===== src/hw/rtl/assert_macros.svh =====
// ============================================================================
// assert_macros.svh
// Shared assertion macros for the pooling block. Every check is clocked and
// is switched off while the synchronous reset is held.
// ============================================================================
`ifndef ASSERT_MACROS_SVH
`define ASSERT_MACROS_SVH

// Plain clocked property check
`define MP2A_ASSERT(lbl, clk, rst_n, prop, msg) \
    lbl: assert property (@(posedge clk) disable iff (!rst_n) (prop)) \
        else $error(msg);

// Condition in this cycle implies property in the next cycle
`define MP2A_ASSERT_NEXT(lbl, clk, rst_n, cond, prop, msg) \
    `MP2A_ASSERT(lbl, clk, rst_n, (cond) |=> (prop), msg)

`endif


===== src/hw/rtl/mp2a_pkg.sv =====
// ============================================================================
// mp2a_pkg
// Types and fixed constants of the 2D max pooling block with argmax.
// ============================================================================
`timescale 1ns / 1ps
`default_nettype none

package mp2a_pkg;

    // Configuration register map
    localparam int CFG_INDEX_BITS = 3;
    localparam int CFG_DATA_BITS  = 11;

    localparam logic [CFG_INDEX_BITS-1:0] CFG_KERNEL_WIDTH  = 3'd0;
    localparam logic [CFG_INDEX_BITS-1:0] CFG_KERNEL_HEIGHT = 3'd1;
    localparam logic [CFG_INDEX_BITS-1:0] CFG_IMAGE_WIDTH   = 3'd2;
    localparam logic [CFG_INDEX_BITS-1:0] CFG_IMAGE_HEIGHT  = 3'd3;
    localparam logic [CFG_INDEX_BITS-1:0] CFG_CHANNEL_COUNT = 3'd4;

    // Register widths and reset values
    localparam int KSIZE_BITS = 4;
    localparam int ISIZE_BITS = 11;
    localparam int CCOUNT_BITS = 9;

    localparam logic [KSIZE_BITS-1:0]  RST_KERNEL_WIDTH  = 4'd2;
    localparam logic [KSIZE_BITS-1:0]  RST_KERNEL_HEIGHT = 4'd2;
    localparam logic [ISIZE_BITS-1:0]  RST_IMAGE_WIDTH   = 11'd28;
    localparam logic [ISIZE_BITS-1:0]  RST_IMAGE_HEIGHT  = 11'd28;
    localparam logic [CCOUNT_BITS-1:0] RST_CHANNEL_COUNT = 9'd1;

    localparam int MAX_CHANNELS = 256;

    // Result field widths
    localparam int POOL_BITS = 15;
    localparam int COL_BITS  = 10;
    localparam int ROW_BITS  = 10;
    localparam int CHAN_BITS = 8;
    localparam int OFS_BITS  = 3;

    // Stored argmax word: {valid, dy, dx}
    localparam int ARG_BITS = 2 * OFS_BITS + 1;

    typedef struct packed {
        logic [KSIZE_BITS-1:0]  kernel_width;
        logic [KSIZE_BITS-1:0]  kernel_height;
        logic [ISIZE_BITS-1:0]  image_width;
        logic [ISIZE_BITS-1:0]  image_height;
        logic [CCOUNT_BITS-1:0] channel_count;
    } t_cfg;

    // Per-sample control handed from the scan stage to the update stage
    typedef struct packed {
        logic                 first;
        logic                 emit;
        logic                 last;
        logic [OFS_BITS-1:0]  dx;
        logic [OFS_BITS-1:0]  dy;
        logic [COL_BITS-1:0]  col;
        logic [ROW_BITS-1:0]  row;
        logic [CHAN_BITS-1:0] chan;
    } t_scan_ctl;

    typedef struct packed {
        logic [POOL_BITS-1:0] pooled_value;
        logic [COL_BITS-1:0]  out_col;
        logic [ROW_BITS-1:0]  out_row;
        logic [CHAN_BITS-1:0] out_channel;
        logic [OFS_BITS-1:0]  argmax_dx;
        logic [OFS_BITS-1:0]  argmax_dy;
        logic                 argmax_valid;
        logic                 frame_last;
    } t_result;

endpackage

`default_nettype wire


===== src/hw/rtl/mp2a_outq.sv =====
// ============================================================================
// mp2a_outq
// Two-entry result queue. Gives credit to the input side so that a result in
// the update stage always finds a free slot.
// ============================================================================
`timescale 1ns / 1ps
`default_nettype none

`include "assert_macros.svh"

module mp2a_outq
    import mp2a_pkg::*;
(
    input  wire logic    i_clk,
    input  wire logic    i_rst_n,
    input  wire logic    i_push,
    input  wire t_result i_result,
    input  wire logic    i_out_ready,
    output logic         o_space,
    output logic         o_valid,
    output t_result      o_result
);

    t_result    r_q [2];
    logic       r_wptr, r_rptr;
    logic [1:0] r_count, n_count;
    logic [2:0] reserved;
    logic       pop;

    assign o_valid  = r_count != 2'd0;
    assign o_result = r_q[r_rptr];
    assign pop      = o_valid && i_out_ready;

    // Entries held or about to be written, after this cycle's pop
    assign reserved = 3'(r_count) + 3'(i_push) - 3'(pop);
    assign o_space  = reserved < 3'd2;
    assign n_count  = 2'(reserved);

    always_ff @(posedge i_clk) begin
        if (!i_rst_n) begin
            r_wptr  <= 1'b0;
            r_rptr  <= 1'b0;
            r_count <= 2'd0;
        end else begin
            if (i_push) begin
                r_wptr <= !r_wptr;
            end
            if (pop) begin
                r_rptr <= !r_rptr;
            end
            r_count <= n_count;
        end
    end

    always_ff @(posedge i_clk) begin
        if (i_push) begin
            r_q[r_wptr] <= i_result;
        end
    end

    `MP2A_ASSERT(a_queue_credit, i_clk, i_rst_n, 3'(r_count) + 3'(i_push) <= 3'd2, "result queue overrun")

endmodule

`default_nettype wire


===== config.mk =====
export PLATFORM = sky130hd
export DESIGN_NAME = mp2a_outq
export DESIGN_NICKNAME = d
export VERILOG_FILES = /design/src/hw/rtl/mp2a_pkg.sv /design/src/hw/rtl/mp2a_outq.sv
export VERILOG_INCLUDE_DIRS = /design/src /design/src/hw/rtl
export SDC_FILE = /design/constraint.sdc
export NUM_CORES = 1
export LEC_CHECK = 0
export ABC_AREA = 1
export BUFFER_PORTS_ARGS = -buffer_cell sky130_fd_sc_hd__buf_2
export CORE_MARGIN = 10
export CORE_UTILIZATION = 52
export CTS_CLUSTER_DIAMETER = 100
export DETAILED_ROUTE_END_ITERATION = 10
export PLACE_DENSITY = 0.79
export SLEW_MARGIN = 20
export SYNTH_ARGS = -nofsm -noshare
export SYNTH_HDL_FRONTEND = slang
export SYNTH_SLANG_ARGS = --single-unit

===== constraint.sdc =====
create_clock -name i_clk -period 4.05 [get_ports i_clk]
set_input_delay 1.0125 -clock i_clk [delete_from_list [all_inputs] [get_ports i_clk]]
set_output_delay 1.0125 -clock i_clk [all_outputs]
set_load 0.01 [all_outputs]

==> flow_summary_export.csv, run 1 <==
group,metric,value,unit
timing,max_slew_margin,36.51,%
placed_design,gp_congestion,0.7262,
timing,fin_ws,0.6159,ns
final_layout,drive_gt1_share,56.27,%
power,irDropWorstVdd,0.3688,mV
global_route,grtUsageTotal,11.90,%
setup_path,cp_cell_sequence,"buf_2 > inv_1 > nor2_1 > ha_1 > inv_1 > ha_1 > fa_1 > xnor2_1 > nor2_1 > buf_2",
clock_network,clock-sinks,107,
setup_path,rrSetupSlack,2.35,ns
timing,clock.fmax,0.2912,GHz
clock_network,cts_buffer_depth,2,
final_layout,layout.cells.non_filler,413,
setup_path,critPathKind,"in2out",
setup_path,crit_fanout,2,
power,power.leakage,1.998,nW
floorplanning,io_pins,108,
run_status,run_status,"finished clean",
placed_design,post-place-ws,0.6070,ns
final_layout,syn_to_final_growth,18.98,%
hold_path,hold_path_depth,2,
final_layout,final-seq-area,3167,um2
route,top_layer,"met4",
clock_network,cts-root-buf,"clkbuf_8",
synthesis,synth_seq_area_share,75.58,%
timing,fin_crit,3.434,ns
power,p_total,0.002575,W
clock_network,clock_latency,0.35,ns
placed_design,place_area,4768,um2
floorplanning,core,7767,um2
clock_network,cts_tree,"built",
synthesis,synth_top_family_by_area,"multiplexers",
timing,finClkSkew,0.008835,ns
placed_design,post-place-cells,397,
floorplanning,start_util,53.88,%
synthesis,muxShareOfSynthArea,18.21,%
route,drc_errors,0,
global_route,antenna_found_initial,0,
clock_network,cts_max_level,3,
floorplanning,fp.dieArea,12040,um2
timing,hold_viol_final,0,
route,avgRoutedWirePerCell,17.29,um
setup_path,cp-start-kind,"primary input",
final_layout,nets,364,
route,via_per_inst,4.872,
route,dr_wl_met2,3774,um
synthesis,ys_warn_count,0,
timing,worstMarginPinSlew,0.9523,ns
setup_path,required,3.04,ns
synthesis,synth_xor_xnor_area_share,0.2093,%
synthesis,synth_cells,193,
clock_network,numCtsBuffers,9,
placed_design,dp_hpwl,4969,um
route,met3_length,624,um
job,cap_viol_max_count,0,
clock_network,cts_hold_buf,0,
synthesis,ys_seq_elements,107,
clock_network,clk_pin_slew,0.09,ns
final_layout,final_area,4980,um2
setup_path,endpoint_kind,"primary output",
timing,setup_viol,0,
route,m1WireLength,2643,um
route,postRouteAntennaNets,0,
synthesis,synth-simple-area-share,1.465,%
setup_path,r2r-start,"r_wptr",
clock_network,cts_resized,0,
timing,rsz0062_at_grt,"no",
route,routed_wl,7141,um
route,first_iter_violations,64,
final_layout,multiInputGateArea,884.6,um2
hold_path,hp-start,"r_rptr",
synthesis,synth_compound_area_share,0,%
global_route,grt_max_degree,52,
route,num_vias,2012,
clock_network,post_cts_buffers,0,
floorplanning,die_h,109.7,um
timing,setup-tns-final,0,ns
global_route,grt_remaining_overflow,0,
synthesis,syn_area,4185,um2
hold_path,hp-class,"reg2reg",
final_layout,fill_cells,584,
final_layout,diodes,0,
route,first_pass_iters,4,
global_route,grt_pass1_vias,2247,
placed_design,port_buffers,107,
setup_path,slowest_delay,0.37,ns
synthesis,synthAdderAreaFrac,1.076,%
setup_path,worstReg2RegEnd,"r_q[1][27]",
setup_path,cpMaxStageDelayCell,"fa_1",
timing,finalCritPeriodShare,84.79,%
setup_path,worst_ep_arrival_time,2.42,ns
timing,maxSlewViolCount,0,
synthesis,synth_nets,251,
global_route,grt_pass1_wl,10800,um
setup_path,worst_r2r_path_depth,2,
floorplanning,rows,32,
synthesis,synth_area_per_cell,21.69,um2
floorplanning,dieWidth,109.7,um
synthesis,ys_types,13,
power,powerDensity,517.1,nW/um2
-- cells by family after synthesis --
logic type | Yosys count
DFF | 107
muxes | 51
and+or+nand+nor | 16
buffers and inverters | 15
adders and majority gates | 3
xor gates and xnor gates | 1
-- flip-flops by register name, summed over array words and instances (netlist names), named ones only --
register,cells
r_count,2
r_q,102
r_rptr,1
r_wptr,1
-- placed cells by master (no fill, tap or decap) --
cell        netlist  routed
edfxtp_1        102     102
bufinv_16         0       2
clkbuf_1          0       3
ha_1              2       2
xnor2_1           1       1
nand2_1           6       6
nor2_1            9       8
clkbuf_8          0       9
clkinvlp_4        0       2
inv_1             9       8
mux2_4           50      50
nand3_1           1       1
nor2_4            0       1
buf_12            5       1
mux2_2            1       1
fa_1              1       1
dfxtp_4           0       1
dfxtp_1           5       4
clkinv_2          0       1
buf_2             0     107
-- cells in the mapped netlist --
master	instances	area share (%)
edfxtp_1	102	73
mux2_4	50	18
buf_12	5	2.4
inv_1	9	0.81
buf_6	1	0.27
nand2_1	6	0.54
nand3_1	1	0.12
ha_1	2	0.60
fa_1	1	0.48
nor2_1	9	0.81
dfxtp_1	5	2.4
mux2_2	1	0.27
xnor2_1	1	0.21
-- worst max-delay path: cells and delay by family --
| family | cells | cell delay (ns) |
|---|---|---|
| xor gates and xnor gates | 1 | 0.17 |
| adders and majority gates | 3 | 0.82 |
| buffers and inverters | 4 | 0.32 |
| and+or+nand+nor | 2 | 0.10 |
-- how the worst max path moves through the flow --
stage | cells after the start | to | slack (ns) | startpoint
2_1_floorplan | 2 | r_q[0][0] | 0.39 | i_push
3_3_place_gp | 10 | o_space | 0.65 | i_out_ready
3_5_place_dp | 10 | o_space | 0.61 | i_out_ready
4_1_cts | 10 | o_space | 0.60 | i_out_ready
5_1_grt | 10 | o_space | 0.46 | i_out_ready
6_report | 10 | o_space | 0.62 | i_out_ready
-- where the power goes --
part | switching [W] | internal (W)
sequential | 0.0000922 | 0.00129
clock | 0.000326 | 0.000349
combinational | 0.000214 | 0.000305
total | 0.000632 | 0.00194
-- metal layers --
layer / vias up / global-route usage, %
met1: 979 / 12.57
met5: - / 0
met2: 68 / 21.17
met3: 10 / 4.096
li1: 955 / -
met4: 0 / 5.019
-- metrics by stage --
| step | hold slack (ns) | utilization [%] |
|---|---|---|
| 2_1_floorplan | 0.4675 | - |
| 3_3_place_gp | 0.5030 | 61.39 |
| 3_5_place_dp | 0.5125 | 61.39 |
| 4_1_cts | 0.5457 | 64.09 |
| 5_1_grt | 0.5891 | 64.11 |
| 6_report | 0.5477 | 64.11 |
-- layout make-up --
class | count | share of cell area, %
clock inverter | 4 | 1.508
inverter | 9 | 0.7035
timing repair buffer | 108 | 11.16
clock buffer | 12 | 2.714
tap | 102 | 2.563
multi-input combinational | 71 | 17.76
sequential | 107 | 63.59
(Power assumes the default switching activity.)
==> inputs of run 2 (changes only) <==
==> constraint.sdc (replaced) <==
create_clock -name i_clk -period 3.4 [get_ports i_clk]
set_input_delay 0.85 -clock i_clk [delete_from_list [all_inputs] [get_ports i_clk]]
set_output_delay 0.85 -clock i_clk [all_outputs]
set_load 0.01 [all_outputs]
==> run 2 against run 1 <==
Net effect: global-route usage up 0.11 points; clock-buffer cell count down 2; largest cell class unchanged; sequential share of layout area about the same; sequential power up 17%; via count up 0.40%; core utilization about the same; register-to-register slack worse by 0.64 ns; combinational power up 27%; largest power group unchanged; critical path type unchanged; first-iteration DRC count down 4.7%; flip-flop and latch count unchanged; die area unchanged.
==> flow_summary_export.csv, run 2 (synthesized netlist as in run 1, its figures left out) <==
group,metric,value,unit
setup_path,endpoint_kind,"primary output",
route,num_vias,2020,
timing,setup-tns-final,0,ns
run_status,run_status,"finished clean",
route,postRouteAntennaNets,0,
power,switchingPower,0.0007614,W
floorplanning,rows,32,
global_route,grt_pass1_vias,2136,
floorplanning,io_pins,108,
power,clkPwrFrac,24.2,%
setup_path,cp-start-kind,"primary input",
placed_design,place_area,4796,um2
floorplanning,die_h,109.7,um
route,drc_errors,0,
final_layout,syn_to_final_growth,18.95,%
setup_path,slowest_delay,0.39,ns
clock_network,clk_pin_slew,0.08,ns
placed_design,post-place-cells,399,
power,p_comb_share,22.0,%
placed_design,dp_hpwl,5002,um
global_route,antenna_found_initial,1,
floorplanning,start_util,53.88,%
power,pwr-share-seq,53.8,%
route,avgRoutedWirePerCell,17.42,um
floorplanning,dieWidth,109.7,um
clock_network,cts_buffer_depth,2,
power,sw_frac_of_total,25.39,%
floorplanning,core,7767,um2
setup_path,crit_fanout,2,
clock_network,clock-sinks,107,
placed_design,port_buffers,107,
clock_network,cts_hold_buf,0,
timing,fin_crit,3.200,ns
setup_path,path_buf_inv,4,
timing,max_slew_margin,53.98,%
final_layout,layout_common_cells,"buf_2, edfxtp_1, mux2_4",
route,via_per_inst,4.879,
timing,finalCritPeriodShare,94.12,%
final_layout,diodes,0,
setup_path,rrSetupSlack,1.71,ns
final_layout,layout.cells.non_filler,414,
clock_network,cts_max_level,3,
final_layout,drive_gt1_share,57.05,%
route,first_iter_violations,61,
global_route,use_met3,4.272,%
global_route,grt_use_met2,21.42,%
global_route,grtUsageTotal,12.01,%
clock_network,numCtsBuffers,9,
global_route,grt_max_degree,52,
clock_network,clock_latency,0.35,ns
power,power.leakage,2.003,nW
global_route,grt_remaining_overflow,0,
timing,worstMarginPinSlew,0.6902,ns
power,irDropWorstVdd,0.3893,mV
clock_network,post_cts_buffers,0,
setup_path,worst_ep_arrival_time,2.35,ns
route,routed_wl,7211,um
global_route,top_usage_layer,"met2",
global_route,grtUsageMet1,12.75,%
final_layout,largest_reg_flops,102,
setup_path,required,2.55,ns
timing,rsz0062_at_grt,"no",
timing,setup_viol,0,
final_layout,layout_commonest_cell,"buf_2",
setup_path,critPathKind,"in2out",
power,powerDensity,602.4,nW/um2
setup_path,cpMaxStageDelayCell,"fa_1",
final_layout,largestRegisters,"r_q: 102 flops, r_count: 2 flops",
final_layout,nets,366,
timing,maxSlewViolCount,0,
final_layout,regMostFlops,"r_q",
hold_path,hp-class,"reg2reg",
setup_path,cp_cell_sequence,"buf_2 > inv_1 > nor2_1 > ha_1 > inv_1 > ha_1 > fa_1 > xnor2_1 > nor2_1 > buf_2",
timing,hold_viol_final,0,
job,cap_viol_max_count,0,
placed_design,gp_congestion,0.7053,
timing,holdWs,0.5367,ns
power,p_int,0.002238,W
floorplanning,fp.dieArea,12040,um2
clock_network,cts_resized,0,
final_layout,final_area,4979,um2
route,first_pass_iters,4,
clock_network,cts-root-buf,"clkbuf_8",
setup_path,crit_family,"adder cells",
timing,finClkSkew,0.01125,ns
global_route,grt_pass1_wl,10940,um
clock_network,cts_tree,"built",
timing,clock.fmax,0.3125,GHz
run 2: changes by cell type in the layout (fill, tap and decap cells not counted), sizes merged:
cell    delta
clkinv     +1
bufinv     -1
inv        +1
clkbuf     -2
buf        +2
run 2: final timing paths:
check / from / to / cells past startpoint
max: i_out_ready / o_space / 10
min: r_rptr / flop / 2
max reg2reg: r_count[1] / r_count[1] / 8
min reg2reg: r_rptr / flop / 2
run 2: cell type report:
| class | instances | area [um2] |
|---|---|---|
| Tap cell | 102 | 127.6 |
| Sequential cell | 107 | 3167 |
| Inverter | 9 | 33.78 |
| Multi-Input combinational cell | 71 | 884.6 |
| Timing Repair Buffer | 110 | 583.1 |
| Clock inverter | 5 | 55.05 |
| Clock buffer | 10 | 127.6 |
| Fill cell | 585 | 2789 |
run 2: metrics by stage:
step | total power (W) | utilization, % | worst slack, ns
final | 0.002999 | 64.09 | 0.1999
after global routing | 0.003155 | 64.09 | 0.1051
after CTS | 0.003039 | 64.09 | 0.1897
after detailed placement | 0.002320 | 61.74 | 0.1955
after global placement | 0.002297 | 61.74 | 0.3247
after floorplan | 0.002129 | - | 0.4967
run 2: power groups by stage:
stage / Clock (W) / Combinational, W / Sequential (W)
finish: 0.000724 / 0.000661 / 0.00161
global route: 0.000806 / 0.000724 / 0.00163
CTS: 0.000746 / 0.000676 / 0.00162
detailed placement: 0 / 0.000674 / 0.00165
global placement: 0 / 0.000656 / 0.00164
floorplan: 0 / 0.000546 / 0.00158
run 2: tightest hold or removal path, stage by stage (launching register included):
cell and delay (ns):
dfxtp_1 0.35, nor2_1 0.07, nor2_1 0.09
run 2: per-layer routing:
layer | vias to the layer above | share of wire, %
li1 | 967 | -
met5 | - | 0.14
met3 | 9 | 8.5
met4 | 2 | 0.79
met2 | 67 | 53
met1 | 975 | 38
