## src/hw/rtl/assert_macros.svh

```systemverilog
// ============================================================================
// assert_macros.svh
// Shared assertion macros for the pooling block. Every check is clocked and
// is switched off while the synchronous reset is held.
// ============================================================================
`ifndef ASSERT_MACROS_SVH
`define ASSERT_MACROS_SVH

// Plain clocked property check
`define MP2A_ASSERT(lbl, clk, rst_n, prop, msg) \
    lbl: assert property (@(posedge clk) disable iff (!rst_n) (prop)) \
        else $error(msg);

// Condition in this cycle implies property in the next cycle
`define MP2A_ASSERT_NEXT(lbl, clk, rst_n, cond, prop, msg) \
    `MP2A_ASSERT(lbl, clk, rst_n, (cond) |=> (prop), msg)

`endif

```

## src/hw/rtl/mp2a_pkg.sv

```systemverilog
// ============================================================================
// mp2a_pkg
// Types and fixed constants of the 2D max pooling block with argmax.
// ============================================================================
`timescale 1ns / 1ps
`default_nettype none

package mp2a_pkg;

    // Configuration register map
    localparam int CFG_INDEX_BITS = 3;
    localparam int CFG_DATA_BITS  = 11;

    localparam logic [CFG_INDEX_BITS-1:0] CFG_KERNEL_WIDTH  = 3'd0;
    localparam logic [CFG_INDEX_BITS-1:0] CFG_KERNEL_HEIGHT = 3'd1;
    localparam logic [CFG_INDEX_BITS-1:0] CFG_IMAGE_WIDTH   = 3'd2;
    localparam logic [CFG_INDEX_BITS-1:0] CFG_IMAGE_HEIGHT  = 3'd3;
    localparam logic [CFG_INDEX_BITS-1:0] CFG_CHANNEL_COUNT = 3'd4;

    // Register widths and reset values
    localparam int KSIZE_BITS = 4;
    localparam int ISIZE_BITS = 11;
    localparam int CCOUNT_BITS = 9;

    localparam logic [KSIZE_BITS-1:0]  RST_KERNEL_WIDTH  = 4'd2;
    localparam logic [KSIZE_BITS-1:0]  RST_KERNEL_HEIGHT = 4'd2;
    localparam logic [ISIZE_BITS-1:0]  RST_IMAGE_WIDTH   = 11'd28;
    localparam logic [ISIZE_BITS-1:0]  RST_IMAGE_HEIGHT  = 11'd28;
    localparam logic [CCOUNT_BITS-1:0] RST_CHANNEL_COUNT = 9'd1;

    localparam int MAX_CHANNELS = 256;

    // Result field widths
    localparam int POOL_BITS = 15;
    localparam int COL_BITS  = 10;
    localparam int ROW_BITS  = 10;
    localparam int CHAN_BITS = 8;
    localparam int OFS_BITS  = 3;

    // Stored argmax word: {valid, dy, dx}
    localparam int ARG_BITS = 2 * OFS_BITS + 1;

    typedef struct packed {
        logic [KSIZE_BITS-1:0]  kernel_width;
        logic [KSIZE_BITS-1:0]  kernel_height;
        logic [ISIZE_BITS-1:0]  image_width;
        logic [ISIZE_BITS-1:0]  image_height;
        logic [CCOUNT_BITS-1:0] channel_count;
    } t_cfg;

    // Per-sample control handed from the scan stage to the update stage
    typedef struct packed {
        logic                 first;
        logic                 emit;
        logic                 last;
        logic [OFS_BITS-1:0]  dx;
        logic [OFS_BITS-1:0]  dy;
        logic [COL_BITS-1:0]  col;
        logic [ROW_BITS-1:0]  row;
        logic [CHAN_BITS-1:0] chan;
    } t_scan_ctl;

    typedef struct packed {
        logic [POOL_BITS-1:0] pooled_value;
        logic [COL_BITS-1:0]  out_col;
        logic [ROW_BITS-1:0]  out_row;
        logic [CHAN_BITS-1:0] out_channel;
        logic [OFS_BITS-1:0]  argmax_dx;
        logic [OFS_BITS-1:0]  argmax_dy;
        logic                 argmax_valid;
        logic                 frame_last;
    } t_result;

endpackage

`default_nettype wire

```

## src/hw/rtl/mp2a_scan.sv

```systemverilog
// ============================================================================
// mp2a_scan
// Raster position counters, window fit test and memory read issue. Each
// accepted sample that lies in a whole window moves on to the update stage.
// ============================================================================
`timescale 1ns / 1ps
`default_nettype none

`include "assert_macros.svh"

module mp2a_scan
    import mp2a_pkg::*;
#(
    parameter int MAX_WIDTH   = 1024,
    parameter int MAX_KERNEL  = 8,
    parameter int SAMPLE_BITS = 16,
    localparam int CW = $clog2(MAX_WIDTH)
) (
    input  wire logic                   i_clk,
    input  wire logic                   i_rst_n,
    input  wire t_cfg                   i_cfg,
    input  wire logic                   i_accept,
    input  wire logic [SAMPLE_BITS-1:0] i_sample,
    output logic                        o_rd_en,
    output logic      [CW-1:0]          o_rd_addr,
    output logic                        o_b_valid,
    output t_scan_ctl                   o_b_ctl,
    output logic      [CW-1:0]          o_b_addr,
    output logic      [SAMPLE_BITS-1:0] o_b_sample
);

    localparam int KW  = $clog2(MAX_KERNEL + 1);
    localparam int KOW = $clog2(MAX_KERNEL);
    localparam int WW  = $clog2(MAX_WIDTH + 1);
    localparam int PW  = CW + KW + 1;

    // Effective (clamped) sizes
    logic [KW-1:0]          kw, kh;
    logic [WW-1:0]          w, h;
    logic [CCOUNT_BITS-1:0] c;

    // Raster counters
    logic [CW-1:0]        r_pix_col, n_pix_col;
    logic [CW-1:0]        r_pix_row, n_pix_row;
    logic [CHAN_BITS-1:0] r_chan, n_chan;
    logic [KOW-1:0]       r_wco, n_wco;
    logic [KOW-1:0]       r_wro, n_wro;
    logic [CW-1:0]        r_oc, n_oc;
    logic [CW-1:0]        r_or, n_or;

    // Window geometry
    logic [PW-1:0] col_prod, col_end, col_end2;
    logic [PW-1:0] row_prod, row_end, row_end2;
    logic          fits, col_done, row_done, chan_last;
    t_scan_ctl     ctl;

    // Stage register toward the update stage
    logic                   r_b_valid;
    t_scan_ctl              r_b_ctl;
    logic [CW-1:0]          r_b_addr;
    logic [SAMPLE_BITS-1:0] r_b_sample;

    // Clamp register values: zero counts as one, large values saturate
    always_comb begin
        if (i_cfg.kernel_width == '0) begin
            kw = KW'(1);
        end else if (int'(i_cfg.kernel_width) > MAX_KERNEL) begin
            kw = KW'(MAX_KERNEL);
        end else begin
            kw = KW'(i_cfg.kernel_width);
        end

        if (i_cfg.kernel_height == '0) begin
            kh = KW'(1);
        end else if (int'(i_cfg.kernel_height) > MAX_KERNEL) begin
            kh = KW'(MAX_KERNEL);
        end else begin
            kh = KW'(i_cfg.kernel_height);
        end

        if (i_cfg.image_width == '0) begin
            w = WW'(1);
        end else if (int'(i_cfg.image_width) > MAX_WIDTH) begin
            w = WW'(MAX_WIDTH);
        end else begin
            w = WW'(i_cfg.image_width);
        end

        if (i_cfg.image_height == '0) begin
            h = WW'(1);
        end else if (int'(i_cfg.image_height) > MAX_WIDTH) begin
            h = WW'(MAX_WIDTH);
        end else begin
            h = WW'(i_cfg.image_height);
        end

        if (i_cfg.channel_count == '0) begin
            c = CCOUNT_BITS'(1);
        end else if (int'(i_cfg.channel_count) > MAX_CHANNELS) begin
            c = CCOUNT_BITS'(MAX_CHANNELS);
        end else begin
            c = i_cfg.channel_count;
        end
    end

    // Window fit: (oc+1)*kw <= w; last window of the row: (oc+2)*kw > w
    always_comb begin
        col_prod = PW'(r_oc) * PW'(kw);
        col_end  = col_prod + PW'(kw);
        col_end2 = col_end + PW'(kw);
        row_prod = PW'(r_or) * PW'(kh);
        row_end  = row_prod + PW'(kh);
        row_end2 = row_end + PW'(kh);
    end

    assign fits      = (col_end <= PW'(w)) && (row_end <= PW'(h));
    assign col_done  = (KW'(r_wco) + KW'(1)) == kw;
    assign row_done  = (KW'(r_wro) + KW'(1)) == kh;
    assign chan_last = (CCOUNT_BITS'(r_chan) + CCOUNT_BITS'(1)) == c;

    // Control word for the update stage
    always_comb begin
        ctl.first = (r_wco == '0) && (r_wro == '0);
        ctl.emit  = col_done && row_done;
        ctl.last  = (col_end2 > PW'(w)) && (row_end2 > PW'(h)) && chan_last;
        ctl.dx    = OFS_BITS'(r_wco);
        ctl.dy    = OFS_BITS'(r_wro);
        ctl.col   = COL_BITS'(r_oc);
        ctl.row   = ROW_BITS'(r_or);
        ctl.chan  = r_chan;
    end

    // Read the partial entry of this output column
    assign o_rd_en   = i_accept && fits;
    assign o_rd_addr = r_oc;

    // Raster advance: columns, then rows, then channels
    always_comb begin
        n_pix_col = r_pix_col;
        n_pix_row = r_pix_row;
        n_chan    = r_chan;
        n_wco     = r_wco;
        n_wro     = r_wro;
        n_oc      = r_oc;
        n_or      = r_or;
        if (i_accept) begin
            if (WW'(r_pix_col) + WW'(1) >= w) begin
                n_pix_col = '0;
                n_wco     = '0;
                n_oc      = '0;
                if (WW'(r_pix_row) + WW'(1) >= h) begin
                    n_pix_row = '0;
                    n_wro     = '0;
                    n_or      = '0;
                    if (CCOUNT_BITS'(r_chan) + CCOUNT_BITS'(1) >= c) begin
                        n_chan = '0;
                    end else begin
                        n_chan = r_chan + CHAN_BITS'(1);
                    end
                end else begin
                    n_pix_row = r_pix_row + CW'(1);
                    if (KW'(r_wro) + KW'(1) >= kh) begin
                        n_wro = '0;
                        n_or  = r_or + CW'(1);
                    end else begin
                        n_wro = r_wro + KOW'(1);
                    end
                end
            end else begin
                n_pix_col = r_pix_col + CW'(1);
                if (KW'(r_wco) + KW'(1) >= kw) begin
                    n_wco = '0;
                    n_oc  = r_oc + CW'(1);
                end else begin
                    n_wco = r_wco + KOW'(1);
                end
            end
        end
    end

    // Counter and stage-valid registers
    always_ff @(posedge i_clk) begin
        if (!i_rst_n) begin
            r_pix_col <= '0;
            r_pix_row <= '0;
            r_chan    <= '0;
            r_wco     <= '0;
            r_wro     <= '0;
            r_oc      <= '0;
            r_or      <= '0;
            r_b_valid <= 1'b0;
        end else begin
            r_pix_col <= n_pix_col;
            r_pix_row <= n_pix_row;
            r_chan    <= n_chan;
            r_wco     <= n_wco;
            r_wro     <= n_wro;
            r_oc      <= n_oc;
            r_or      <= n_or;
            r_b_valid <= i_accept && fits;
        end
    end

    // Stage payload
    always_ff @(posedge i_clk) begin
        if (i_accept) begin
            r_b_ctl    <= ctl;
            r_b_addr   <= r_oc;
            r_b_sample <= i_sample;
        end
    end

    assign o_b_valid  = r_b_valid;
    assign o_b_ctl    = r_b_ctl;
    assign o_b_addr   = r_b_addr;
    assign o_b_sample = r_b_sample;

    `MP2A_ASSERT_NEXT(a_fit_sample_enters_update, i_clk, i_rst_n, i_accept && fits, r_b_valid && r_b_addr == $past(r_oc), "fitting sample did not reach update stage")

endmodule

`default_nettype wire

```

## config.mk

```make
export PLATFORM = sky130hd
export DESIGN_NAME = mp2a_scan
export DESIGN_NICKNAME = d
export VERILOG_FILES = /design/src/hw/rtl/mp2a_pkg.sv /design/src/hw/rtl/mp2a_scan.sv
export VERILOG_INCLUDE_DIRS = /design/src /design/src/hw/rtl
export SDC_FILE = /design/constraint.sdc
export NUM_CORES = 1
export LEC_CHECK = 0
export BUFFER_PORTS_ARGS = -buffer_cell sky130_fd_sc_hd__buf_2
export CORE_UTILIZATION = 63
export DETAILED_ROUTE_END_ITERATION = 10
export PLACE_DENSITY_LB_ADDON = 0.2
export RECOVER_POWER = 25
export SLEW_MARGIN = 0
export SYNTH_ARGS = -nofsm -noshare
export SYNTH_HDL_FRONTEND = slang
export SYNTH_SLANG_ARGS = --single-unit
```

## constraint.sdc

```tcl
create_clock -name i_clk -period 17 [get_ports i_clk]
set_clock_uncertainty 0.2 [all_clocks]
set_input_delay 3.4 -clock i_clk [delete_from_list [all_inputs] [get_ports i_clk]]
set_output_delay 3.4 -clock i_clk [all_outputs]
set_load 0.01 [all_outputs]
```

==> out/summary.txt, run 1 <==
Buffers on Ports = 132
Max Slew Vio Count = 40
Initial antenna violation count = 0
First-pass GRT wire length = 37,700 µm
Final ANT Viol Nets = 0
Post-CTS Resized = 0
DP Worst Slack = 4.39 ns
Top Ports = 133
Violated checks = max-capacitance violations, max-slew violations
Worst-skew pair later-pin latency = 0.36 ns
DRC = 0
Post-synth EDFFs = 53
Syn_nets = 1,408
Crit-path slowest cell = nor2b_1
Via count = 8,559
Max_cap viols = 1
Crit path DAT = 9.04 ns
First DRT Iteration DRCs = 584
Die ar. = 17,100 µm²
CTS Root Cell = clkbuf_16
Row count = 46
Slew headroom = -53.2%
Syn avg cell area = 9.08 µm²
Pin count of the biggest net entering global routing = 40
Cells along the critical path = buf_2 > nor2b_1 > nand2_1 > fa_1 > fa_1 > fa_1 > inv_1 > ha_1 > a21o_1 > a221oi_4 > o21ai_2 > nand2_1 > xnor2_1 > ha_1 > a21o_1 > a21oi_1 > nand2b_1 > o21ai_0 > nand3_1 > nor3_2 > buf_2
Final number of setup-violating endpoints = 0
CTS Buf Count = 9
Critical path type = input port to primary output
Cts hold-fix bufs = 0
Synth warn = 0
Setup TNS = 0 ns
Total grt overflow = 0
CTS Buffer Depth = 2
Most common cell on crit path = fa_1
Max Clk Rate = 0.0791 GHz
Largest fanout on the critical path = 17
Leakage = 0.00563 µW
Total track usage = 27.7%
RSZ-0062 raised after global routing = no
Post-Syn Area = 10,500 µm²
Fill cell count = 1,251
Starting Density = 65.1%
Number of post-CTS setup repair buffers = 0
Seq. cell area = 2690 µm²
Status = complete, but fails checks
H-Tree Depth = 3
Worst hold path type = register to register
Multi-input gate area = 7180 µm²
Library cells used by synthesis = 84
Final hold violation count = 0
Drt total wl = 22,900 µm
Crit share post-route = 74.4%
Wire per inst = 15.6 µm
Tmin final = 12.64 ns
Die W = 131 µm
Max VDD drop = 0.0000547 V
Seq/Total Area, Yosys = 25.8%
Area grow syn2layout = 9.78%
Dpl hpwl = 17,600 µm
Fin nets = 1,504
PD cells = 54.9 nW/µm²
ANT cells = 0
Synth Instances = 1,152
Top_reg_cell synth = dfxtp_1
Core Area = 16,100 µm²
Req. time, crit path = 13.40 ns
Worst path max stage delay = 0.82 ns
Type of element launching the critical path = input port
Synth Register Bits = 108
Clock tree sinks = 108
DRT Pass-1 Iters = 5
Crit end category = primary output
Placer congestion estimate = 0.910
Worst-Margin Slew = 2.30 ns
CTS tree = yes
Vias in the first global route = 8,010
Share of cells above drive strength 1 = 15.1%
Die H = 131 µm
Clock transition at path regs = 0.08 ns
Final total power = 630 µW
Setup ws final = 4.36 ns
Asr flop ratio synth = 0%
Vias per cell = 5.83
-- layout make-up --
type	count	area share, %
Timing Repair Buffer	139	6.15
Sequential cell	108	23.5
Inverter	78	2.55
Clock inverter	7	1.01
Multi-Input combinational cell	912	62.5
Tap cell	216	2.35
Clock buffer	9	1.96
-- worst max-delay path, delay by kind of cell --
family                     cells  cell delay, ns
adders and majority gates      5            2.24
xor gates and xnor gates       1            0.20
and+or+nand+nor                6            1.58
AOI/OAI and AO/OA              6            1.17
buffers and inverters          3            0.43
-- synthesized netlist by cell type (5+ instances only) --
cell type  number  share of area (%)
edfxtp_1       53                 15
nor2b_1        11               0.66
buf_2           5               0.24
buf_4          21                1.5
inv_1          75                2.7
dfxtp_1        55                 11
clkbuf_1       23               0.83
nand2_1       135                4.8
mux2i_1        11                1.1
and2_1         53                3.2
xor2_1         36                3.0
or3_1          12               0.72
fa_1           40                7.7
nor2_1         60                2.2
nand2b_1       11               0.66
a21oi_1        73                3.5
nand3b_1        9               0.65
o31ai_1         5               0.36
nand3_1        34                1.6
xnor2_1        28                2.3
nor3_1         14               0.67
o22ai_1        13               0.78
a21o_1         27                1.9
o21ai_0        35                1.7
o211ai_1        8               0.57
nand4_1        16               0.96
o21a_1         16                1.1
and3_1         20                1.2
ha_1          158                 19
nor4_1          7               0.42
-- logic make-up after synthesis --
family / Yosys count / share of synthesized area (%)
simple gates: 411 / 20.5
compound gates: 224 / 14.6
fa+ha+maj: 198 / 26.6
buf+inv: 132 / 5.62
flops: 108 / 25.8
xor+xnor: 67 / 5.83
mux: 12 / 1.16
-- where the power goes --
| group | leakage (µW) | switching [µW] | total (µW) | internal, µW |
|---|---|---|---|---|
| combinational | 0.00448 | 64.6 | 107 | 42.4 |
| sequential | 0.000984 | 3.96 | 285 | 281 |
| clock | 0.000167 | 104 | 238 | 133 |
-- sequential cells by signal, indices dropped and copies added (netlist names) --
| signal | count |
|---|---|
| r_or | 10 |
| r_wro | 3 |
| o_b_sample | 16 |
| r_pix_row | 10 |
| o_rd_addr | 10 |
| r_pix_col | 10 |
| r_chan | 8 |
| o_b_valid | 1 |
| o_b_ctl | 27 |
| r_wco | 3 |
| o_b_addr | 10 |
-- cell usage in the layout (no fill, tap or decap), drive strengths merged, types with 7 or more instances in the layout --
cell type	count
nor2	61
fa	40
nor2b	11
clkbuf	11
a21o	28
or3	12
o21ai	40
o211ai	9
inv	78
o31ai	7
nand4	16
a21oi	74
xnor2	30
dfxtp	55
nand2b	11
ha	158
buf	137
nor3	15
nor4	8
xor2	37
and2	53
o21a	16
nand2	136
and3	20
nand3	35
o22ai	13
nand3b	10
mux2i	11
edfxtp	53
-- per-stage QoR --
step	cells	util [%]	cell area (µm²)	hold slack, ns
final	1469	71.5	11500	0.285
after global routing	1469	71.5	11500	0.306
after CTS	1469	71.5	11500	0.287
after floorplan	1152	-	10500	0.206
after detailed placement	1453	69.4	11100	0.276
after global placement	1453	69.4	11100	0.265
-- path summary, 6_finish.rpt --
check / from / endpoint / slack, ns / depth (start not counted)
max: i_cfg[38] / o_rd_en / 4.36 / 21
min: r_pix_row[1] / r_pix_row[1] / 0.29 / 2
max reg2reg: r_or[0] / o_b_ctl[34] / 10.27 / 22
min reg2reg: r_pix_row[1] / r_pix_row[1] / 0.29 / 2
-- layer usage --
metal	part of all wire, %	track usage (%)
met4	2.3	8.38
met1	46	36.1
met3	3.9	4.07
met2	48	47.6
met5	0	0
Power figures use the tool's default switching activity.
==> run 2: changes to the inputs <==
--- a/config.mk
+++ b/config.mk
@@ -7,7 +7,7 @@
 export NUM_CORES = 1
 export LEC_CHECK = 0
 export BUFFER_PORTS_ARGS = -buffer_cell sky130_fd_sc_hd__buf_2
-export CORE_UTILIZATION = 63
+export CORE_UTILIZATION = 60
 export DETAILED_ROUTE_END_ITERATION = 10
 export PLACE_DENSITY_LB_ADDON = 0.2
 export RECOVER_POWER = 25
==> constraint.sdc (replaced) <==
create_clock -name i_clk -period 12.7 [get_ports i_clk]
set_clock_uncertainty 0.2 [all_clocks]
set_input_delay 2.54 -clock i_clk [delete_from_list [all_inputs] [get_ports i_clk]]
set_output_delay 2.54 -clock i_clk [all_outputs]
set_load 0.01 [all_outputs]
==> run 2 against run 1 <==
Net effect:
- the run still ends with max-capacitance violations, max-slew violations left
- first-iteration DRC count decreased by 3.9%
- critical path depth unchanged
- global-route usage decreased by 0.88 points
- largest cell class unchanged
- largest power group unchanged
- highest routed layer unchanged
==> out/summary.txt, run 2 (synthesized netlist as in run 1, its figures left out) <==
Status = complete, but fails checks
Violated checks = max-capacitance violations, max-slew violations
Buffers on Ports = 132 (unchanged)
Die H = 134 µm (+2.4%)
Clock tree sinks = 108 (unchanged)
H-Tree Depth = 3 (unchanged)
Area grow syn2layout = 9.51%
Slew headroom = -49.1% (+4.1 points)
First-pass GRT wire length = 39,000 µm (+3.5%)
Crit path DAT = 8.16 ns (-0.88 ns)
Total track usage = 26.9% (-0.88 points)
Commonest non-fill, non-tap cells in the layout = ha_1 (158), nand2_1 (135), buf_2 (132)
Worst-skew pair later-pin latency = 0.36 ns (about the same)
Multi-input gate area = 7180 µm² (unchanged)
Post-CTS Resized = 0 (unchanged)
Row count = 47 (+2.2%)
Met2 usage = 45.6% (-2.0 points)
RSZ-0062 raised after global routing = no
Type of element launching the critical path = input port
Top Ports = 133 (unchanged)
Dpl hpwl = 17,900 µm (+1.9%)
Tmin final = 10.90 ns
Number of post-CTS setup repair buffers = 0 (unchanged)
Critical path type = input port to primary output
Wire per inst = 15.8 µm (+1.6%)
M3 GR Usage = 3.02% (-1.0 points)
Largest fanout on the critical path = 14 (-3)
Vias in the first global route = 8,156 (+1.8%)
Drt total wl = 23,300 µm (+1.8%)
Starting Density = 62.2% (-2.9 points)
Final ANT Viol Nets = 0 (unchanged)
Seq. cell area = 2690 µm² (unchanged)
Largest register FFs = 27 (unchanged)
CTS Root Cell = clkbuf_16
Die W = 134 µm (+2.4%)
Crit end category = primary output
DRC = 0 (unchanged)
Core Area = 16,800 µm² (+4.7%)
Post-layout util = 68.1% (-3.4 points)
Max VDD drop = 0.0000594 V (+8.7%)
CTS Buf Count = 9 (unchanged)
Share of cells above drive strength 1 = 15.0% (-0.068 points)
Met1 global-route usage = 36.1% (+0.072 points)
Max_cap viols = 1 (unchanged)
Worst-Margin Slew = 2.24 ns (-0.0615 ns)
Max Clk Rate = 0.0918 GHz
Vias per cell = 5.78 (-0.76%)
Placer congestion estimate = 0.906 (-0.40%)
Final total power = 826 µW (+31%)
First DRT Iteration DRCs = 561 (-3.9%)
CTS tree = yes
Setup TNS = 0 ns (unchanged)
Total grt overflow = 0 (unchanged)
Final hold violation count = 0 (unchanged)
CTS Buffer Depth = 2 (unchanged)
Via count = 8,511 (-0.56%)
ANT cells = 0 (unchanged)
Worst hold path type = register to register
Pin count of the biggest net entering global routing = 40 (unchanged)
Final Hold Slack = 0.283 ns (-0.00232 ns)
Final number of setup-violating endpoints = 0 (unchanged)
Cts hold-fix bufs = 0 (unchanged)
Req. time, crit path = 9.96 ns (-3.44 ns)
Leakage = 0.00562 µW (-0.26%)
Initial antenna violation count = 0 (unchanged)
GR peak layer = met2
R2R setup slack = 6.01 ns (-4.26 ns)
Fill cell count = 1,390 (+11%)
Max Slew Vio Count = 38 (-5.0%)
Crit share post-route = 85.8%
Die ar. = 18,000 µm² (+4.9%)
Fin nets = 1,503 (-0.066%)
Clock transition at path regs = 0.08 ns (about the same)
Most common cell after layout, fill and taps aside = ha_1
PD cells = 72.2 nW/µm² (+32%)
DRT Pass-1 Iters = 5 (unchanged)
run 2: cell types whose count changed in the layout (fill, tap and decap cells not counted):
cell       delta
buf_4         -1
bufinv_16     -1
clkinv_2      +1
run 2: area by class of cell:
| class | instances | area share [%] |
|---|---|---|
| Tap cell | 220 | 2.40 |
| Clock inverter | 7 | 0.798 |
| Multi-Input combinational cell | 912 | 62.7 |
| Clock buffer | 9 | 1.97 |
| Timing Repair Buffer | 138 | 6.10 |
| Sequential cell | 108 | 23.5 |
| Inverter | 78 | 2.56 |
run 2: report_power, final:
part           switching (µW)  leakage (µW)  total, µW  internal, µW
Combinational            87.0       0.00448        144          56.6
Clock                     143      0.000157        302           158
Sequential               5.14      0.000984        381           376
Total                     235       0.00562        826           591
run 2: final timing paths:
kind                  endpoint    startpoint  cells after the start
setup / recovery       o_rd_en     i_cfg[34]                     21
hold / removal    r_pix_row[1]  r_pix_row[1]                      2
setup reg to reg   o_b_ctl[34]       r_or[0]                     22
hold reg to reg   r_pix_row[1]  r_pix_row[1]                      2
run 2: worst max-delay path, cell delays in order:
cell and delay [ns]:
buf_2 0.19, nor2b_1 0.81, nand2_1 0.16, fa_1 0.50, fa_1 0.51, fa_1 0.51
inv_1 0.04, ha_1 0.33, nand2b_1 0.13, nand2_1 0.06, a41oi_1 0.26, xor2_1 0.39
inv_1 0.15, ha_1 0.35, a21oi_1 0.16, o22ai_1 0.10, nor3_1 0.14, a211o_1 0.20
nand3_1 0.16, nor3_2 0.28, buf_2 0.18
run 2: per-layer routing:
metal / share of wire (%) / vias up
li1: - / 4242
met1: 46 / 4042
met2: 48 / 201
met3: 4.1 / 26
met4: 1.6 / 0
met5: 0 / -
run 2: metrics by stage:
step	worst slack, ns	instance area (µm²)	cells
after floorplan	2.89	10500	1152
after global placement	2.07	11100	1456
after detailed placement	1.88	11100	1456
after CTS	1.88	11500	1472
after global routing	1.46	11500	1472
final	1.80	11500	1472
==> run 3: changes to the inputs <==
--- a/config.mk
+++ b/config.mk
@@ -9,7 +9,7 @@
 export BUFFER_PORTS_ARGS = -buffer_cell sky130_fd_sc_hd__buf_2
 export CORE_UTILIZATION = 60
 export DETAILED_ROUTE_END_ITERATION = 10
-export PLACE_DENSITY_LB_ADDON = 0.2
+export PLACE_DENSITY_LB_ADDON = 0.1
 export RECOVER_POWER = 25
 export SLEW_MARGIN = 0
 export SYNTH_ARGS = -nofsm -noshare
==> run 3 against run 2 <==
Net effect:
- the flow still finishes with violations (max-capacitance violations, max-slew violations)
- total power shrank 3.2%
- sequential share of layout area increased by 0.059 points
- via count shrank 1.9%
- clock-buffer cell count unchanged
- maximum frequency rose by 1.3%
- critical path depth stayed put
- sequential cell count stayed put
- sequential power about the same
- core utilization shrank 0.17 points
==> out/summary.txt, run 3 (synthesized netlist as in run 1, its figures left out) <==
RSZ-0062 raised after global routing = no
Cts hold-fix bufs = 0 (unchanged)
Die W = 134 µm (unchanged)
Die H = 134 µm (unchanged)
Share of cells above drive strength 1 = 14.9% (-0.15 points)
Vias in the first global route = 7,946 (-2.6%)
Most common cell on crit path = fa_1
Clock transition at path regs = 0.07 ns (about the same)
Crit-path slowest cell = nor2b_1
H-Tree Depth = 3 (unchanged)
Final ANT Viol Nets = 0 (unchanged)
Largest register FFs = 27 (unchanged)
Clock tree sinks = 108 (unchanged)
Fin nets = 1,502 (-0.067%)
CTS Buffer Depth = 2 (unchanged)
Row count = 47 (unchanged)
CTS tree = yes
Vias per cell = 5.68 (-1.8%)
Status = complete, but fails checks
CTS Buf Count = 9 (unchanged)
Total grt overflow = 0 (unchanged)
Crit end category = primary output
Slew headroom = -16.7% (+32 points)
Tmin final = 10.75 ns (-0.142 ns)
Starting Density = 62.2% (unchanged)
Leakage = 0.00560 µW (-0.36%)
Cells along the critical path = buf_2 > nor2b_1 > nand2_1 > fa_1 > fa_1 > fa_1 > inv_1 > ha_1 > a21o_1 > a221oi_4 > o21ai_2 > nand2_1 > xnor2_1 > ha_1 > a21o_1 > a21oi_1 > nand2b_1 > o21ai_0 > nand3_1 > nor3_2 > buf_2
Worst Path Buf+Inv = 3 (-1)
Worst path max stage delay = 0.80 ns (about the same)
CTS Root Cell = clkbuf_16
Type of element launching the critical path = input port
DRC = 0 (unchanged)
Commonest non-fill, non-tap cells in the layout = ha_1 (158), nand2_1 (135), buf_2 (131)
Top Ports = 133 (unchanged)
Most common cell after layout, fill and taps aside = ha_1
PD cells = 70.0 nW/µm² (-2.9%)
Crit path DAT = 8.01 ns (-0.15 ns)
Max Slew Vio Count = 30 (-21%)
ANT cells = 0 (unchanged)
Final hold violation count = 0 (unchanged)
Post-CTS Resized = 0 (unchanged)
DRT Pass-1 Iters = 5 (unchanged)
Post-layout util = 67.9% (-0.17 points)
Worst-skew pair later-pin latency = 0.35 ns (about the same)
Setup TNS = 0 ns (unchanged)
Req. time, crit path = 9.96 ns (about the same)
Placer congestion estimate = 0.905 (about the same)
First DRT Iteration DRCs = 433 (-23%)
Total track usage = 26.3% (-0.60 points)
Final number of setup-violating endpoints = 0 (unchanged)
Number of post-CTS setup repair buffers = 0 (unchanged)
Final Hold Slack = 0.294 ns (+0.0113 ns)
Buffers on Ports = 132 (unchanged)
Pin count of the biggest net entering global routing = 48 (+20%)
Via count = 8,353 (-1.9%)
Worst hold path type = register to register
CP delay by family, top = adder cells
Die ar. = 18,000 µm² (unchanged)
Initial antenna violation count = 0 (unchanged)
Drt total wl = 22,700 µm (-2.7%)
Max VDD drop = 0.0000640 V (+7.7%)
Max_cap viols = 1 (unchanged)
Dpl hpwl = 17,700 µm (-1.0%)
Max Clk Rate = 0.0930 GHz (+1.3%)
Violated checks = max-capacitance violations, max-slew violations
Area grow syn2layout = 9.24%
Critical path type = input port to primary output
Wire per inst = 15.4 µm (-2.6%)
Worst-Margin Slew = 1.75 ns (-0.486 ns)
Largest fanout on the critical path = 17 (+3)
First-pass GRT wire length = 38,400 µm (-1.5%)
Crit share post-route = 84.7% (-1.1 points)
Core Area = 16,800 µm² (unchanged)
-- run 3: changes by cell type in the layout (fill, tap and decap cells not counted), sizes merged --
cell / previous run / this run
buf: 136 / 135
bufinv: 1 / 0
clkinvlp: 0 / 1
-- run 3: tightest hold or removal path: cells and delay by family (launching register included) --
family / cells / cell delay [ns]
flops: 1 / 0.34
simple gates: 1 / 0.06
compound gates: 1 / 0.05
-- run 3: path summary, 6_finish.rpt --
path | startpoint | end | slack (ns) | cells after the start
max | i_cfg[38] | o_rd_en | 1.95 | 21
min | r_pix_row[9] | r_pix_row[9] | 0.29 | 2
max reg2reg | r_or[0] | o_b_ctl[34] | 6.09 | 22
min reg2reg | r_pix_row[9] | r_pix_row[9] | 0.29 | 2
-- run 3: area by class of cell --
class                   instances  area, µm²
flip-flops and latches        108       2690
inverters                      78        293
multi-input cells             912       7180
clock inverters                 7       67.6
repair buffers                137        693
fillers                      1448       5400
clock buffers                   9        225
well taps                     220        275
-- run 3: routing by layer --
metal	wire length (µm)	global-route usage, %
met4	322	6.18
met3	714	2.95
met2	10700	44.5
met5	0	0
met1	10900	35.9
-- run 3: power breakdown --
part	switching (µW)	internal [µW]
registers	5.24	376
clock network	138	138
logic	86.3	56.6
-- run 3: stage by stage --
stage / cells / worst slack, ns / power [µW] / area, µm²
6_report: 1471 / 1.95 / 800 / 11400
4_1_cts: 1471 / 1.94 / 806 / 11400
3_5_place_dp: 1455 / 1.96 / 531 / 11100
3_3_place_gp: 1455 / 2.08 / 528 / 11100
5_1_grt: 1471 / 1.49 / 836 / 11400
2_1_floorplan: 1152 / 2.89 / 483 / 10500
